**src/hw/rtl/htmm_pkg.sv**
```systemverilog
package htmm_pkg;

  localparam int MaxTracks = 1024;
  localparam int PosW = $clog2(MaxTracks);
  localparam int CordicIters = 24;
  localparam int IterW = 5;
  localparam logic [20:0] Kc = 21'd1287599;
  localparam logic signed [33:0] CordicX0 = 34'sd652032874;
  localparam logic signed [33:0] Sat32Max = 34'sd2147483647;
  localparam logic signed [33:0] Sat32Min = -34'sd2147483648;
  localparam logic [1:0] RegFieldStrength = 2'd0;
  localparam logic [1:0] RegMatchTolerance = 2'd1;

  typedef struct packed {
    logic signed [23:0] tan_lambda;
    logic signed [31:0] curvature;
    logic signed [15:0] azimuth;
    logic signed [31:0] particle_px;
    logic signed [31:0] particle_py;
    logic signed [31:0] particle_pz;
    logic first_track;
    logic last_track;
  } in_beat_t;

  typedef struct packed {
    logic signed [31:0] track_px;
    logic signed [31:0] track_py;
    logic signed [31:0] track_pz;
    logic within_tolerance;
    logic match_found;
    logic [9:0] match_index;
    logic search_done;
  } out_beat_t;

  typedef struct packed {
    logic start;
    logic done;
  } unit_ctl_t;

  function automatic logic signed [33:0] atan_val(input logic [IterW-1:0] i);
    logic signed [33:0] r;
    begin
      unique case (i)
        5'd0: r = 34'sd536870912;  5'd1: r = 34'sd316933406;
        5'd2: r = 34'sd167458907;  5'd3: r = 34'sd85004756;
        5'd4: r = 34'sd42667331;   5'd5: r = 34'sd21354465;
        5'd6: r = 34'sd10679838;   5'd7: r = 34'sd5340245;
        5'd8: r = 34'sd2670163;    5'd9: r = 34'sd1335087;
        5'd10: r = 34'sd667544;    5'd11: r = 34'sd333772;
        5'd12: r = 34'sd166886;    5'd13: r = 34'sd83443;
        5'd14: r = 34'sd41722;     5'd15: r = 34'sd20861;
        5'd16: r = 34'sd10430;     5'd17: r = 34'sd5215;
        5'd18: r = 34'sd2608;      5'd19: r = 34'sd1304;
        5'd20: r = 34'sd652;       5'd21: r = 34'sd326;
        5'd22: r = 34'sd163;       5'd23: r = 34'sd81;
        default: r = 34'sd0;
      endcase
      return r;
    end
  endfunction

endpackage

```
**src/hw/rtl/htmm_cordic.sv**
```systemverilog
module htmm_cordic (
  input  logic clk,
  input  logic rst,
  input  logic start,
  input  logic signed [15:0] angle,
  output logic busy,
  output logic signed [33:0] cos_out,
  output logic signed [33:0] sin_out
);

  logic [htmm_pkg::IterW-1:0] it;
  logic signed [33:0] x, y, z;
  logic neg;
  logic signed [16:0] a;
  logic signed [33:0] at;

  always_comb begin
    a = 17'(angle);
    if (angle > 16'sd16384) a = 17'(angle) - 17'sd32768;
    else if (angle < -16'sd16384) a = 17'(angle) + 17'sd32768;
  end

  assign at = htmm_pkg::atan_val(it);
  assign cos_out = neg ? -x : x;
  assign sin_out = neg ? -y : y;

  always_ff @(posedge clk) begin
    if (rst) begin
      busy <= 1'b0;
      it <= '0;
    end else if (start) begin
      busy <= 1'b1;
      it <= '0;
      x <= htmm_pkg::CordicX0;
      y <= '0;
      z <= {a[16], a, 16'b0};
      neg <= (angle > 16'sd16384) || (angle < -16'sd16384);
    end else if (busy) begin
      if (!z[33]) begin
        x <= x - (y >>> it);
        y <= y + (x >>> it);
        z <= z - at;
      end else begin
        x <= x + (y >>> it);
        y <= y - (x >>> it);
        z <= z + at;
      end
      it <= it + 1'b1;
      if (it == 5'(htmm_pkg::CordicIters - 1)) busy <= 1'b0;
    end
  end

endmodule

```
**config.mk**
```make
export PLATFORM = sky130hd
export DESIGN_NAME = htmm_cordic
export DESIGN_NICKNAME = d
export VERILOG_FILES = /design/src/hw/rtl/htmm_pkg.sv /design/src/hw/rtl/htmm_cordic.sv
export SDC_FILE = /design/constraint.sdc
export NUM_CORES = 1
export LEC_CHECK = 0
export BUFFER_PORTS_ARGS = -buffer_cell sky130_fd_sc_hd__buf_2
export CORE_AREA = 2 2 236 238
export CTS_CLUSTER_DIAMETER = 150
export DETAILED_ROUTE_END_ITERATION = 6
export DIE_AREA = 0 0 238 240
export PLACE_DENSITY = 0.55
export SLEW_MARGIN = 20
export SYNTH_ARGS = -nofsm -noshare
export SYNTH_HDL_FRONTEND = slang
export SYNTH_SLANG_ARGS = --single-unit
```
**constraint.sdc**
```tcl
create_clock -name clk -period 8.8 [get_ports clk]
set_input_delay 2.64 -clock clk [delete_from_list [all_inputs] [get_ports clk]]
set_output_delay 2.64 -clock clk [all_outputs]
set_load 0.01 [all_outputs]
```
==> impl_results.md <==
* Status: finished clean
* Die Y at ~240 um
* Final Slew Violations at 0
* H-tree lvl count at 4
* Crit path largest cell delay at 0.87 ns
* Cells along the critical path: buf_12 > mux4_2 > mux2i_1 > a2bb2oi_1 > nand3_1 > inv_1 > ha_1 > inv_1 > nor3_1 > nand3_1 > o21a_1 > xnor2_1 > ha_1 > and3_1 > and4_1 > nand3_1 > a21oi_1 > nor3_1 > o41ai_1 > a21o_1 > a21oi_1 > mux2_2
* Critical Path Stages at 22
* Slew headroom at ~29%
* Gr ovfl total at 0
* Worst-Margin Slew at 1.07 ns
* Share of async-settable or async-resettable flops after synthesis at 0%
* Area growth syn-to-layout at 7.72%
* Post-CTS Setup Inserts at 0
* Die Wd at 238 um
* Final Core Density at 37.3%
* Leading area contributor after synthesis: edfxtp_1
* Yosys warns at 0
* Num CTS Buffers at 17
* Main area contributors after synthesis: edfxtp_1 (16%), mux4_2 (9.2%), ha_1 (7.4%), xnor2_1 (7.2%), a21oi_1 (4.5%)
* CTS sink count at 139
* Post-route antenna net violation count at 0
* Routed length per instance at roughly 22 um
* Hold Crit Class: flip-flop to flip-flop
* Final HPWL DP at 49.3 mm
* GRT Total Usage at roughly 23%
* Final period utilization at between 70% and 80%
* Placement Cell Area at between 0.015 and 0.02 sq mm
* Global-route wire length before repair at 100 mm
* CTS tree: done
* Pwr per Cell Area at between 200 and 300 mW/mm^2
* Initial core utilization at between 30 and 40%
* Fin. Hold Viols at 0
* Main synth FF type: edfxtp_1
* Synthesized cell area at roughly 0.019 sq mm
* Slowest-stage cell, CP: dfxtp_4
* Crit path top cell by count: nand3_1
* Vias per cell at 6.14
* Layout cell share with drive strength beyond 1 at 14.0%
* IO buf count at 87
* Final GP Congestion at 0.958
* Post-synth EDFFs at ~100
* Type of origin of the critical path: flip-flop
* Crit path DAT at between 7 and 8 ns
* Largest net degree at the start of global routing at 71
* Peak supply drop at roughly 0.16 mV
* Deepest clock path buffer count at 2
* Vias in the first global route at approximately 17000
* Clk_lat worst skew at 0.51 ns
* # diodes at 0
* Mapped Cells at about 2200
* Vias post-DR at approximately 18000
* Critical Path Fanout Max at 70
* LEAKAGE at ~7.9 nW
* Total of max-cap violations at 0
* Setup violators final at 0
* Post-CTS sizing at 0
* Fillers at about 5600
* CP top delay family: simple AND/OR/NAND/NOR gates
* Router iterations before antenna repair at 6
* Hold-fix buffers at CTS at 0
* Die ar. at 0.0571 sq mm
* Top-area cell type share of the netlist area at 16.3%
* Setup Crit Path Kind: flip-flop to flip-flop
* Shortest period the worst path allows at between 6 and 7 ns
* Reg clk slew, reported paths at 0.07 ns
* Register area share after synthesis at between 20% and 30%
* Cell row count at 86
* Core area at between 0.05 and 0.06 sq mm
* Synth Register Bits at between 100 and 150
* Initial antenna violation count at 0
* Iter 0 DRT Violations at about 1600
* # DRC at 0
* Top-count cell post-synth: nor2_1
* Fin area at 0.0204 sq mm
* Top cells by count, synth: nor2_1 (210), nand2_1 (203), a21oi_1 (171)
* I/O pin count at ~90
* Cell variety after synth at between 90 and 100
* Worst Skew at between 0.02 and 0.025 ns
* Hold depth at 2
* Final wirelength at roughly 65 mm
* CP endpoint kind: flip-flop
* Clock tree root driver cell: clkbuf_16
* Setup_tns at 0 ns
* Syn nets at 2369
* Total Nets Final at about 2300
* Max Freq at 0.147 GHz
* Reg2Reg Depth at 22
* Syn_area_per_cell at 8.47 sq um
* Critical path buffer and inverter count at 3
* CP required at around 9.0 ns
* RSZ-0062 raised after global routing: no
## sequential cells by signal, summed over array words and instances, names as in the netlist
name	cells
x	34
y	34
z	34
at	30
it	5
busy	1
neg	1
## logic make-up after synthesis
| group | after synthesis | share of synthesized area, % |
|---|---|---|
| flops | 139 | 20.1 |
| buf+inv | 217 | 4.84 |
| compound gates | 638 | 22.4 |
| simple gates | 701 | 17.7 |
| mux | 191 | 16.5 |
| xor+xnor | 233 | 10.8 |
| fa+ha+maj | 116 | 7.77 |
## report_power, final
part / internal, mW / switching, mW / total, mW
clock network: 0.396 / 0.359 / 0.755
registers: 0.908 / 0.362 / 1.27
logic: 1.48 / 1.93 / 3.41
## routing by layer
layer	vias to the layer above	global-route usage [%]	wire length (um)
met5	-	0	0
met4	0	9.09	2410
met3	131	3.93	4160
met2	738	37.8	30800
met1	8723	29.1	27900
li1	8376	-	-
## path summary, 6_finish.rpt
path | from | to | slack, ns
max reg2reg | it[1] | y[23] | 1.99
min | z[0] | z[0] | 0.68
min reg2reg | z[0] | z[0] | 0.68
max | it[1] | y[23] | 1.99
## cell type report
cell class / count / area [sq um] / share of cell area, %
multi-input combinational: 1879 / 14200 / 69.7
sequential: 139 / 3830 / 18.8
tap: 704 / 881 / 4.32
timing repair buffer: 116 / 668 / 3.27
clock buffer: 19 / 464 / 2.28
inverter: 58 / 218 / 1.07
clock inverter: 13 / 123 / 0.601
## stage by stage
stage	total power, mW	instances	worst slack (ns)	hold WS [ns]
finish	5.44	2928	1.99	0.682
global route	5.84	2928	1.55	0.722
CTS	5.42	2928	2.11	0.684
detailed placement	4.63	2896	2.14	0.668
global placement	4.60	2896	2.21	0.657
floorplan	3.70	2235	0.714	0.634
## cell usage in the layout, fill, tap and decap left out, drive strengths merged, types with 10 or more instances in the layout
cell    instances
ha            112
nor2          210
o41ai          17
o31ai          31
a211oi         18
clkbuf         19
a21oi         171
inv            63
nor4           17
mux2           51
a221o          12
dfxtp          36
or3            15
and3           17
mux2i          52
edfxtp        103
and2           20
buf           116
nand3          51
nand2b         29
o22ai          10
nand4          15
mux4           88
a211o          11
xor2           77
a21o           57
o21ai         126
o211ai         20
o21bai         15
o21a           15
a31oi          36
nor2b          26
xnor2         156
nand2         203
or4            12
nor3           56
## worst min-delay path, stage by stage (launching register included)
cell      delay, ns
edfxtp_1       0.33
ha_1           0.13
nor2b_1        0.11
Note: power is estimated with default switching activity, not from simulation.
