### src/hw/rtl/htmm_divider.sv
module htmm_divider (
  input  logic clk,
  input  logic rst,
  input  logic start,
  input  logic [63:0] num,
  input  logic [31:0] den,
  output logic busy,
  output logic [63:0] quo
);

  logic [6:0] cnt;
  logic [32:0] rem;
  logic [63:0] q;
  logic [31:0] d;
  logic [33:0] trial;

  assign trial = {rem, q[63]} - {2'b0, d};
  assign quo = q;

  always_ff @(posedge clk) begin
    if (rst) begin
      busy <= 1'b0;
      cnt <= '0;
    end else if (start) begin
      busy <= 1'b1;
      cnt <= 7'd64;
      rem <= '0;
      q <= num;
      d <= den;
    end else if (busy) begin
      if (trial[33]) begin
        rem <= {rem[31:0], q[63]};
        q <= {q[62:0], 1'b0};
      end else begin
        rem <= trial[32:0];
        q <= {q[62:0], 1'b1};
      end
      cnt <= cnt - 7'd1;
      if (cnt == 7'd1) busy <= 1'b0;
    end
  end

endmodule

### config.mk
export PLATFORM = sky130hd
export DESIGN_NAME = htmm_divider
export DESIGN_NICKNAME = d
export VERILOG_FILES = /design/src/hw/rtl/htmm_divider.sv
export SDC_FILE = /design/constraint.sdc
export NUM_CORES = 1
export LEC_CHECK = 0
export ABC_AREA = 1
export BUFFER_PORTS_ARGS = -buffer_cell sky130_fd_sc_hd__buf_2
export CAP_MARGIN = 20
export CORE_MARGIN = 8
export CORE_UTILIZATION = 51
export DETAILED_ROUTE_END_ITERATION = 10
export GPL_TIMING_DRIVEN = 1
export PLACE_DENSITY = 0.78
export SETUP_SLACK_MARGIN = 0.15
export SLEW_MARGIN = 15
export SYNTH_ARGS = -nofsm -noshare
export SYNTH_HDL_FRONTEND = slang
export SYNTH_SLANG_ARGS = --single-unit
### constraint.sdc
create_clock -name clk -period 8.6 [get_ports clk]
set_clock_uncertainty 0.1 [all_clocks]
set_input_delay 0.86 -clock clk [delete_from_list [all_inputs] [get_ports clk]]
set_output_delay 0.86 -clock clk [all_outputs]
set_load 0.02 [all_outputs]
==> reports/metrics.cfg, run 1 <==
[critical_path]
timing.critical_path.mode_cell = buf_4
crit_buf_inv = 4
crit_path_max_incr_delay_ps = 850
critical_path_class = input pin to flip-flop
critPathLaunchType = input pin
worst-endpoint-required_ps = 8540
critical_path_fanout_max = 75
cp_cell_sequence = buf_2 > buf_4 > inv_2 > o21ai_4 > buf_4
cpLargestDelayFamily = buffers and inverters
worst-endpoint-arrival_ps = 3170
end_kind = flip-flop
critical_path.slowest_cell = buf_4

[power]
p_sw_mw = 0.761
power-per-cell-area_nw_per_um2 = 224
p_sw_share_pct = 34.3
sequentialPowerShare_pct = 38.6
share_clk_of_total_power_pct = 33.4
power.ir.vdd_worst_uv = 153
power_report.internal_total_mw = 1.46
combinational_power_share_pct = 28.0
power.leakage_nw = 5.17

[logic_synthesis]
synth.largest_area_cell = edfxtp_1
syn_area_per_cell_sq_um = 7.61
post_synth_main_area_contributors = edfxtp_1, nand2_1, inv_1, nor2_1, ha_1
synth_largest_type_area_fraction_pct = 46.5
mappedNetlistArea_sq_um = 8330
yosysUniqueCellTypes = 35
yosys.cell_count.top_type = nand2_1
seq_area_frac_synth_pct = 48.4
synth-main-ff-cell = edfxtp_1
postSynthRegisterBits = 137
async_reset_ff_share_pct = 0
synthesized_instance_count = 1094
synth_nets = 1228
synth-warning-count = 0
netlist_top_cells_count = nand2_1, inv_1, edfxtp_1
synth_edf_count = 129

[global_routing]
grt_overflow_total = 0
grtUsageTotal_pct = 22.0
grt_first_pass_wirelength_um = 35500
grt_pass1_vias = 7381
number_of_antenna_violations_at_the_first_check_in_global_routing = 2
pin_count_of_the_biggest_net_entering_global_routing = 100

[cells_and_area]
nFillCells = 1397
sequential_cell_area_sq_um = 4030
layout-area-overhead-vs-synth_pct = 19.0
design_area_sq_um = 9910
fraction_of_layout_cells_with_a_size_suffix_above_1_pct = 17.3
design.final.nets = 1387
area_of_the_multi_input_gates_sq_um = 3530
n_diodes = 0

[route]
detail_route.vias_per_cell = 4.97
number_of_remaining_drc_errors = 0
drtPass1Iterations = 7
drt_wl_total_um = 21800
route.antenna.remaining_nets = 0
detailroute.via_count = 7368
detail_route.iter0.violations = 594
avgRoutedWirePerCell_um = 14.7

[placed_design]
io_buffer_count = 163
dpl-instance-area_sq_um = 9320
gpl.final_weighted_congestion = 0.947
post-place-ws_ps = 4960
dp_hpwl_um = 16100

[sta]
finalWorstSetupSlack_ps = 5370
timing.slew.headroom_pct = 27.8
timing_worst_slew_pin_value_ps = 1080
grt_setup_unrepaired = no
finalWorstPathRequiredPeriod_ps = 3230
timing.final.hold_violations = 0
fin_crit_sh_pct = 37.5
fin_worst_hold_slack_ps = 403
maxClockFrequency_mhz = 310
totalNegativeSetupSlack_ps = 0
report.final.setup_viol = 0
report.final.slew_viol_count = 0

[floorplan]
die-area_sq_um = 20700
fp-row-count = 46
die_height_um = 144
floorplan.die.width_um = 144
core_region_area_sq_um = 15900
floorplan.initialDensity_pct = 52.3
io-pin-count = 164

[clock_network]
clockBufferDepth = 2
cts_root_buf = clkbuf_16
cts.repair.resized = 0
holdBufCountCts = 0
post-cts-setup-buffer-count = 0
cts_num_sinks = 137
cts_tree = yes
path_clk_slew_ps = 60
tritoncts.num_buffers = 17
clkLatencyLatePin_ps = 420
htree_levels = 4

[flow_run]
cap_violations = 0

[worst_hold_path]
timing.hold.worst.class = flip-flop to flip-flop

[outcome]
run_status = completed

[per-stage QoR]
stage	instances	utilization, %	total power [mW]
final	1482	62.2	2.22
after global routing	1482	62.2	2.34
after CTS	1482	62.2	2.23
after floorplan	1094	-	1.32
after detailed placement	1450	58.5	1.48
after global placement	1450	58.5	1.47
[worst min-delay path: cells and delay by family (launching register included)]
family           cells  cell delay, ps
AO/OA/AOI/OAI        1              50
flip-flops           1             320
AND/OR/NAND/NOR      1              80
[path summary, 6_finish.rpt]
kind | startpoint | endpoint | slack (ps) | cells after the start
hold / removal | cnt[1] | cnt[1] | 400 | 2
setup reg to reg | rem[6] | rem[2] | 5570 | 12
setup / recovery | start | quo[6] | 5370 | 5
hold reg to reg | cnt[1] | cnt[1] | 400 | 2
[area by class of cell]
class	instances	share of cell area [%]
clock buffers	17	4.29
flip-flops and latches	137	40.7
well taps	216	2.73
repair buffers	166	8.46
inverters	174	6.59
clock inverters	15	1.65
multi-input cells	757	35.6
[cell usage in the layout, fill, tap and decap left out, types with 4 or more instances in the layout]
cell type | netlist | routed
o21ai_0 | 10 | 9
a21oi_1 | 24 | 24
nand3_1 | 53 | 53
inv_6 | 0 | 5
dfxtp_1 | 8 | 8
and2_1 | 4 | 4
nor2_1 | 122 | 121
ha_1 | 34 | 34
nor3_1 | 10 | 10
nand2_1 | 445 | 445
buf_2 | 7 | 163
nand4_1 | 5 | 5
xor2_1 | 18 | 18
edfxtp_1 | 129 | 129
inv_1 | 170 | 170
o21bai_1 | 4 | 4
clkbuf_16 | 0 | 17
inv_2 | 4 | 4
nand2_2 | 7 | 7
nand3_2 | 4 | 4
[layer usage]
| metal | wire length, um | GRT usage, % | up-vias | share of wire [%] |
|---|---|---|---|---|
| met5 | 22 | 0 | - | 0.10 |
| met4 | 467 | 8.14 | 4 | 2.1 |
| met3 | 1940 | 6.93 | 36 | 8.9 |
| met2 | 10200 | 36.0 | 303 | 47 |
| met1 | 9180 | 26.6 | 3298 | 42 |
| li1 | - | - | 3727 | - |
[power groups by stage]
stage	Clock (mW)	Sequential, mW	Combinational (mW)
final	0.741	0.856	0.621
after global routing	0.778	0.863	0.703
after CTS	0.752	0.856	0.620
after detailed placement	0	0.868	0.616
after global placement	0	0.869	0.604
after floorplan	0	0.899	0.425
[flip-flops by register name, indices dropped and copies added, names as in the netlist]
signal	cells
busy	1
cnt	7
d	32
quo	64
rem	33
[logic make-up after synthesis]
family | count (synthesis) | synth area share, %
adders and majority gates | 35 | 5.35
and+or+nand+nor | 658 | 31.8
AOI/OAI and AO/OA | 45 | 2.97
DFF | 137 | 48.4
xor gates and xnor gates | 19 | 2.00
buffers and inverters | 200 | 9.48
No activity file was read; power rests on OpenSTA's default activity.
==> inputs of run 2 (changes only) <==
CORE_UTILIZATION = 56   (was 51)
PLACE_DENSITY = 0.81   (was 0.78)
clock period = 3.1 ns   (was 8.6 ns; I/O delays follow)
==> run 2 against run 1 <==
  * Count of clock-buffer cells in the layout increased by 1
  * Sequential power rose to 2.8 times the previous value
  * Critical path depth is 9 higher
  * Register-to-register slack worse by 5200 ps
  * Sequential share of layout area is 1.3 points lower
  * Worst hold slack lost 350 ps
  * First-iteration DRC count is 6.7% higher
  * Clock power rose to 2.7 times the previous value
  * Final cell count increased by 0.34%
  * Highest routed layer is now met4
==> reports/metrics.cfg, run 2 (synthesized netlist as in run 1, its figures left out) <==
[critical_path]
crit_buf_inv = 2  ; -2
timing.critical_path.mode_cell = nand2_2
reg2reg_from = rem[7]
cpLargestDelayFamily = simple AND/OR/NAND/NOR gates
critical_path_class = flip-flop to flip-flop
cp_cell_sequence = ha_1 > nand2_2 > inv_2 > a21oi_2 > nand3_2 > nand2_1 > nand2_2 > nand2_2 > nand2_2 > nand2_4 > buf_4 > nand3_1 > nand2_1 > nor2_1
reg2reg_slack_ps = 380  ; -5190 ps
crit_path_max_incr_delay_ps = 400  ; -450 ps
worst-endpoint-required_ps = 3170  ; -5370 ps
rr_worst_depth = 14  ; +2
critical_path_fanout_max = 14  ; -81%
end_kind = flip-flop
timing.rr.end = rem[11]
worst-endpoint-arrival_ps = 2790  ; -380 ps
critical_path.slowest_cell = edfxtp_1
critPathLaunchType = flip-flop

[route]
avgRoutedWirePerCell_um = 15.6  ; +5.9%
detail_route.vias_per_cell = 5.12  ; +3.0%
route.antenna.remaining_nets = 0  ; unchanged
detail_route.iter0.violations = 634  ; +6.7%
number_of_remaining_drc_errors = 0  ; unchanged
drt_wl_total_um = 23200  ; +6.3%
detailroute.via_count = 7612  ; +3.3%
drtPass1Iterations = 6  ; -1

[clock_network]
clkLatencyLatePin_ps = 420  ; about the same
cts_num_sinks = 137  ; unchanged
htree_levels = 4  ; unchanged
cts_tree = yes
clockBufferDepth = 2  ; unchanged
path_clk_slew_ps = 60  ; about the same
tritoncts.num_buffers = 17  ; unchanged
cts_root_buf = clkbuf_16
post-cts-setup-buffer-count = 0  ; unchanged

[floorplan]
die-area_sq_um = 19000  ; -8.0%
core_region_area_sq_um = 14500  ; -8.8%
die_height_um = 138  ; -4.1%
floorplan.initialDensity_pct = 57.3  ; +5.1 points
floorplan.die.width_um = 138  ; -4.1%
fp-row-count = 44  ; -4.3%
io-pin-count = 164  ; unchanged

[outcome]
run_status = completed

[power]
power-per-cell-area_nw_per_um2 = 604  ; +170%
sequentialPowerShare_pct = 38.4  ; -0.2 points
power_report.internal_total_mw = 4.08  ; +180%
power.ir.vdd_worst_uv = 402  ; +160%
report.power.total_mw = 6.19  ; +180%
p_sw_share_pct = 34.2  ; -0.14 points
combinational_power_share_pct = 29.3  ; +1.3 points
share_clk_of_total_power_pct = 32.3  ; -1.1 points
p_sw_mw = 2.11  ; +180%
power.leakage_nw = 5.34  ; +3.2%

[sta]
grt_setup_unrepaired = no
maxClockFrequency_mhz = 368
report.final.setup_viol = 0  ; unchanged
fin_crit_sh_pct = 87.8
timing.final.hold_violations = 0  ; unchanged
totalNegativeSetupSlack_ps = 0  ; unchanged
report.final.slew_viol_count = 0  ; unchanged
timing.slew.headroom_pct = 24.9  ; -2.9 points
timing_worst_slew_pin_value_ps = 1130  ; +43.7 ps
finalWorstPathRequiredPeriod_ps = 2720

[cells_and_area]
layout-area-overhead-vs-synth_pct = 23.0
most-common-layout-cells = nand2_1, inv_1, buf_2
nFillCells = 1201  ; -14%
mostFrequentLayoutCell = nand2_1
n_diodes = 0  ; unchanged
finalCoreUtilization_pct = 70.5  ; +8.3 points
design.final.nets = 1424  ; +2.7%
fraction_of_layout_cells_with_a_size_suffix_above_1_pct = 17.2  ; -0.11 points
largest_register_ff_count = 64  ; unchanged

[worst_hold_path]
whs_endpoint = quo[53]
worstHoldStart = num[53]
timing.hold.worst.class = input pin to flip-flop
min_delay_path_depth = 3  ; +1

[global_routing]
grtUsageTotal_pct = 25.3  ; +3.4 points
grt_pass1_vias = 7743  ; +4.9%
grt_overflow_total = 0  ; unchanged
pin_count_of_the_biggest_net_entering_global_routing = 100  ; unchanged
grt_first_pass_wirelength_um = 37500  ; +5.5%
number_of_antenna_violations_at_the_first_check_in_global_routing = 0  ; -2

[flow_run]
cap_violations = 0  ; unchanged

[placed_design]
io_buffer_count = 163  ; unchanged
gpl.final_weighted_congestion = 0.944  ; -0.24%
dp_hpwl_um = 16800  ; +4.4%

==> run 2: power by group through the flow <==
| stage | Clock, mW | Combinational (mW) | Sequential [mW] |
|---|---|---|---|
| global placement | 0 | 1.72 | 2.40 |
| finish | 2.00 | 1.82 | 2.37 |
| global route | 2.09 | 2.05 | 2.39 |
| CTS | 2.01 | 1.79 | 2.37 |
| floorplan | 0 | 1.18 | 2.48 |
| detailed placement | 0 | 1.74 | 2.41 |
==> run 2: worst register-to-register path, stage by stage, from the launching register on <==
cell and delay, ps:
edfxtp_1 400, ha_1 380, nand2_2 150, inv_2 50, a21oi_2 160, nand3_2 170
nand2_1 110, nand2_2 80, nand2_2 130, nand2_2 100, nand2_4 210, buf_4 230
nand3_1 90, nand2_1 70, nor2_1 50
==> run 2: stage by stage <==
stage               hold slack (ps)  setup WS, ps  area, sq um  std cells
global route                   47.7           191        10200       1487
finish                         54.9           379        10200       1487
CTS                            45.8           242        10200       1487
global placement                386           322         9330       1423
floorplan                       309           453         8340       1094
detailed placement              388           264         9330       1423
==> run 2: repair_timing <==
item,4_1_cts,5_1_grt
hold buffers,32,0
hold endpoints to repair,32,0
endpoints found under the setup margin,0,21
gates resized for setup,0,4
==> run 2: layer usage <==
metal / wire (um) / part of all wire, % / global-route usage (%) / vias to the layer above
met5: 0 / 0 / 0 / -
met4: 499 / 2.2 / 8.60 / 0
met3: 2120 / 9.1 / 7.68 / 46
met2: 10800 / 47 / 40.7 / 341
met1: 9760 / 42 / 31.8 / 3423
li1: - / - / - / 3802
==> run 2: layout make-up <==
| class | instances | area [sq um] | share of cell area [%] |
|---|---|---|---|
| flip-flops and latches | 137 | 4030 | 39.4 |
| clock buffers | 18 | 429 | 4.19 |
| inverters | 174 | 653 | 6.37 |
| repair buffers | 203 | 1210 | 11.8 |
| multi-input cells | 757 | 3540 | 34.6 |
| well taps | 184 | 230 | 2.25 |
| clock inverters | 14 | 148 | 1.44 |
==> run 2: worst max path at each step <==
| stage | from | slack, ps | depth (start not counted) | endpoint |
|---|---|---|---|---|
| floorplan | start | 450 | 3 | quo[0] |
| global placement | rem[7] | 320 | 12 | rem[21] |
| detailed placement | rem[7] | 260 | 13 | rem[25] |
| CTS | rem[7] | 240 | 13 | rem[21] |
| global route | rem[7] | 190 | 14 | rem[9] |
| finish | rem[7] | 380 | 14 | rem[11] |
==> inputs of run 3 (changes only) <==
CORE_UTILIZATION = 58   (was 56)
CTS_BUF_LIST = sky130_fd_sc_hd__clkbuf_8   (was unset)
PLACE_DENSITY = 0.83   (was 0.81)
SLEW_MARGIN = 30   (was 15)
==> run 3 against run 2 <==
  * Register-to-register slack lost 90 ps
  * Worst hold slack lost 29 ps
  * Total power shrank 9.7%
  * Clock power shrank 29%
  * Non-clock buffer count grew 3
  * Largest power group unchanged
  * Core utilization shrank 0.061 points
  * Critical path type unchanged
  * Final cell count grew 0.13%
  * Critical endpoint is now rem[25]
  * First-iteration DRC count shrank 17%
  * Die area shrank 3.0%
==> reports/metrics.cfg, run 3 (synthesized netlist as in run 1, its figures left out) <==
[cells_and_area]
fraction_of_layout_cells_with_a_size_suffix_above_1_pct = 17.0  ; -0.18 points
design_area_sq_um = 10000  ; -2.0%
finalCoreUtilization_pct = 70.4  ; about the same
largest_register_ff_count = 64  ; unchanged
design.final.nets = 1427  ; +0.21%
mostFrequentLayoutCell = nand2_1
layout-area-overhead-vs-synth_pct = 20.6
most-common-layout-cells = nand2_1, inv_1, buf_2
n_diodes = 0  ; unchanged
post_layout_nonfiller_instances = 1489  ; +0.13%

[clock_network]
cts_root_buf = clkbuf_8
clkLatencyLatePin_ps = 460  ; +40 ps
path_clk_slew_ps = 80  ; +20 ps
post-cts-setup-buffer-count = 0  ; unchanged
cts_num_sinks = 137  ; unchanged
tritoncts.num_buffers = 17  ; unchanged
htree_levels = 4  ; unchanged
cts_tree = yes
clockBufferDepth = 2  ; unchanged

[floorplan]
io-pin-count = 164  ; unchanged
core_region_area_sq_um = 14300  ; -1.9%
die_height_um = 136  ; -1.5%
floorplan.initialDensity_pct = 58.4  ; +1.1 points
floorplan.die.width_um = 136  ; -1.5%
fp-row-count = 44  ; unchanged
die-area_sq_um = 18500  ; -3.0%

[global_routing]
pin_count_of_the_biggest_net_entering_global_routing = 100  ; unchanged
grt_first_pass_wirelength_um = 36300  ; -3.2%
grt_pass1_vias = 7550  ; -2.5%
grtUsageTotal_pct = 25.2  ; -0.072 points
grt_overflow_total = 0  ; unchanged
number_of_antenna_violations_at_the_first_check_in_global_routing = 0  ; unchanged

[sta]
timing_worst_slew_pin_value_ps = 755  ; -372 ps
maxClockFrequency_mhz = 356  ; -3.2%
finalWorstPathRequiredPeriod_ps = 2810  ; +89.3 ps
finalWorstSetupSlack_ps = 290  ; -89.3 ps
timing.slew.headroom_pct = 49.5  ; +25 points
fin_worst_hold_slack_ps = 25.8  ; -29.2 ps
fin_crit_sh_pct = 90.6  ; +2.9 points
timing.final.hold_violations = 0  ; unchanged
totalNegativeSetupSlack_ps = 0  ; unchanged
report.final.slew_viol_count = 0  ; unchanged
report.final.setup_viol = 0  ; unchanged
grt_setup_unrepaired = yes

[placed_design]
dp.cells = 1425  ; +0.14%
io_buffer_count = 163  ; unchanged
dp_hpwl_um = 16900  ; +0.65%
post-place-ws_ps = 317  ; +53.4 ps
dpl-instance-area_sq_um = 9330  ; about the same
gpl.final_weighted_congestion = 0.955  ; +1.1%

[power]
power.ir.vdd_worst_uv = 352  ; -12%
power-per-cell-area_nw_per_um2 = 556  ; -7.9%
report.power.total_mw = 5.59  ; -9.7%
power.leakage_nw = 5.25  ; -1.6%

[critical_path]
worst-endpoint-required_ps = 3200  ; +30 ps
worst-endpoint-arrival_ps = 2910  ; +120 ps
critical_path_fanout_max = 11  ; -3
critical_path_class = flip-flop to flip-flop
end_kind = flip-flop
worst_setup_path_startpoint = rem[14]
critPathLaunchType = flip-flop
reg2reg_from = rem[14]

[worst_hold_path]
worstHoldStart = num[14]
timing.hold.worst.class = input pin to flip-flop

[route]
drt_wl_total_um = 22500  ; -3.0%
drtPass1Iterations = 8  ; +2
route.antenna.remaining_nets = 0  ; unchanged
detailroute.via_count = 7540  ; -0.95%
avgRoutedWirePerCell_um = 15.1  ; -3.2%
detail_route.vias_per_cell = 5.06  ; -1.1%
detail_route.iter0.violations = 527  ; -17%
number_of_remaining_drc_errors = 0  ; unchanged

[outcome]
run_status = completed

[flow_run]
cap_violations = 0  ; unchanged

run 3: cell count changes in the layout (fill, tap and decap cells not counted), moves of 2 or more:
cell and delta:
clkbuf_8 +17, clkinvlp_4 +2, buf_6 +2, clkbuf_16 -17, clkinv_2 -4, nand2_4 -2
inv_1 +4, clkinv_4 -3, nand2_2 +2
run 3: final timing paths:
check,end,slack (ps),cells after the start
hold / removal,quo[14],30,3
hold reg to reg,cnt[1],410,2
setup / recovery,rem[25],290,13
setup reg to reg,rem[25],290,13
run 3: final cells by class:
| cell class | instances | area (sq um) |
|---|---|---|
| flip-flops and latches | 137 | 4030 |
| multi-input cells | 757 | 3530 |
| fillers | 1198 | 4220 |
| well taps | 184 | 230 |
| repair buffers | 206 | 1230 |
| clock buffers | 17 | 234 |
| inverters | 174 | 653 |
| clock inverters | 14 | 135 |
run 3: report_power, final:
part	total (mW)	internal [mW]	switching (mW)	leakage, nW
Clock	1.42	0.700	0.717	0.187
Combinational	1.80	0.615	1.18	3.75
Sequential	2.37	2.27	0.104	1.32
Total	5.59	3.58	2.01	5.25
run 3: worst max-delay path: stages, from the launching register on:
cell,delay [ps]
edfxtp_1,400
ha_1,380
nand2_1,190
inv_1,60
a21oi_1,230
nand2_1,110
inv_1,80
nand2_2,90
nand2_2,110
nand2_2,70
nand2_2,200
nand2_2,250
nor2_2,220
nor2_1,60
run 3: what timing repair did:
item                                   CTS  global route
resized for setup                        0             2
hold buffers                            33             0
endpoints found under the hold margin   33             0
setup endpoints to repair                0             5
run 3: layer usage:
metal  track usage [%]  wire length, um
met4              7.96              465
met1              30.4             9300
met2              41.6            10600
met5                 0                0
met3              8.83             2150
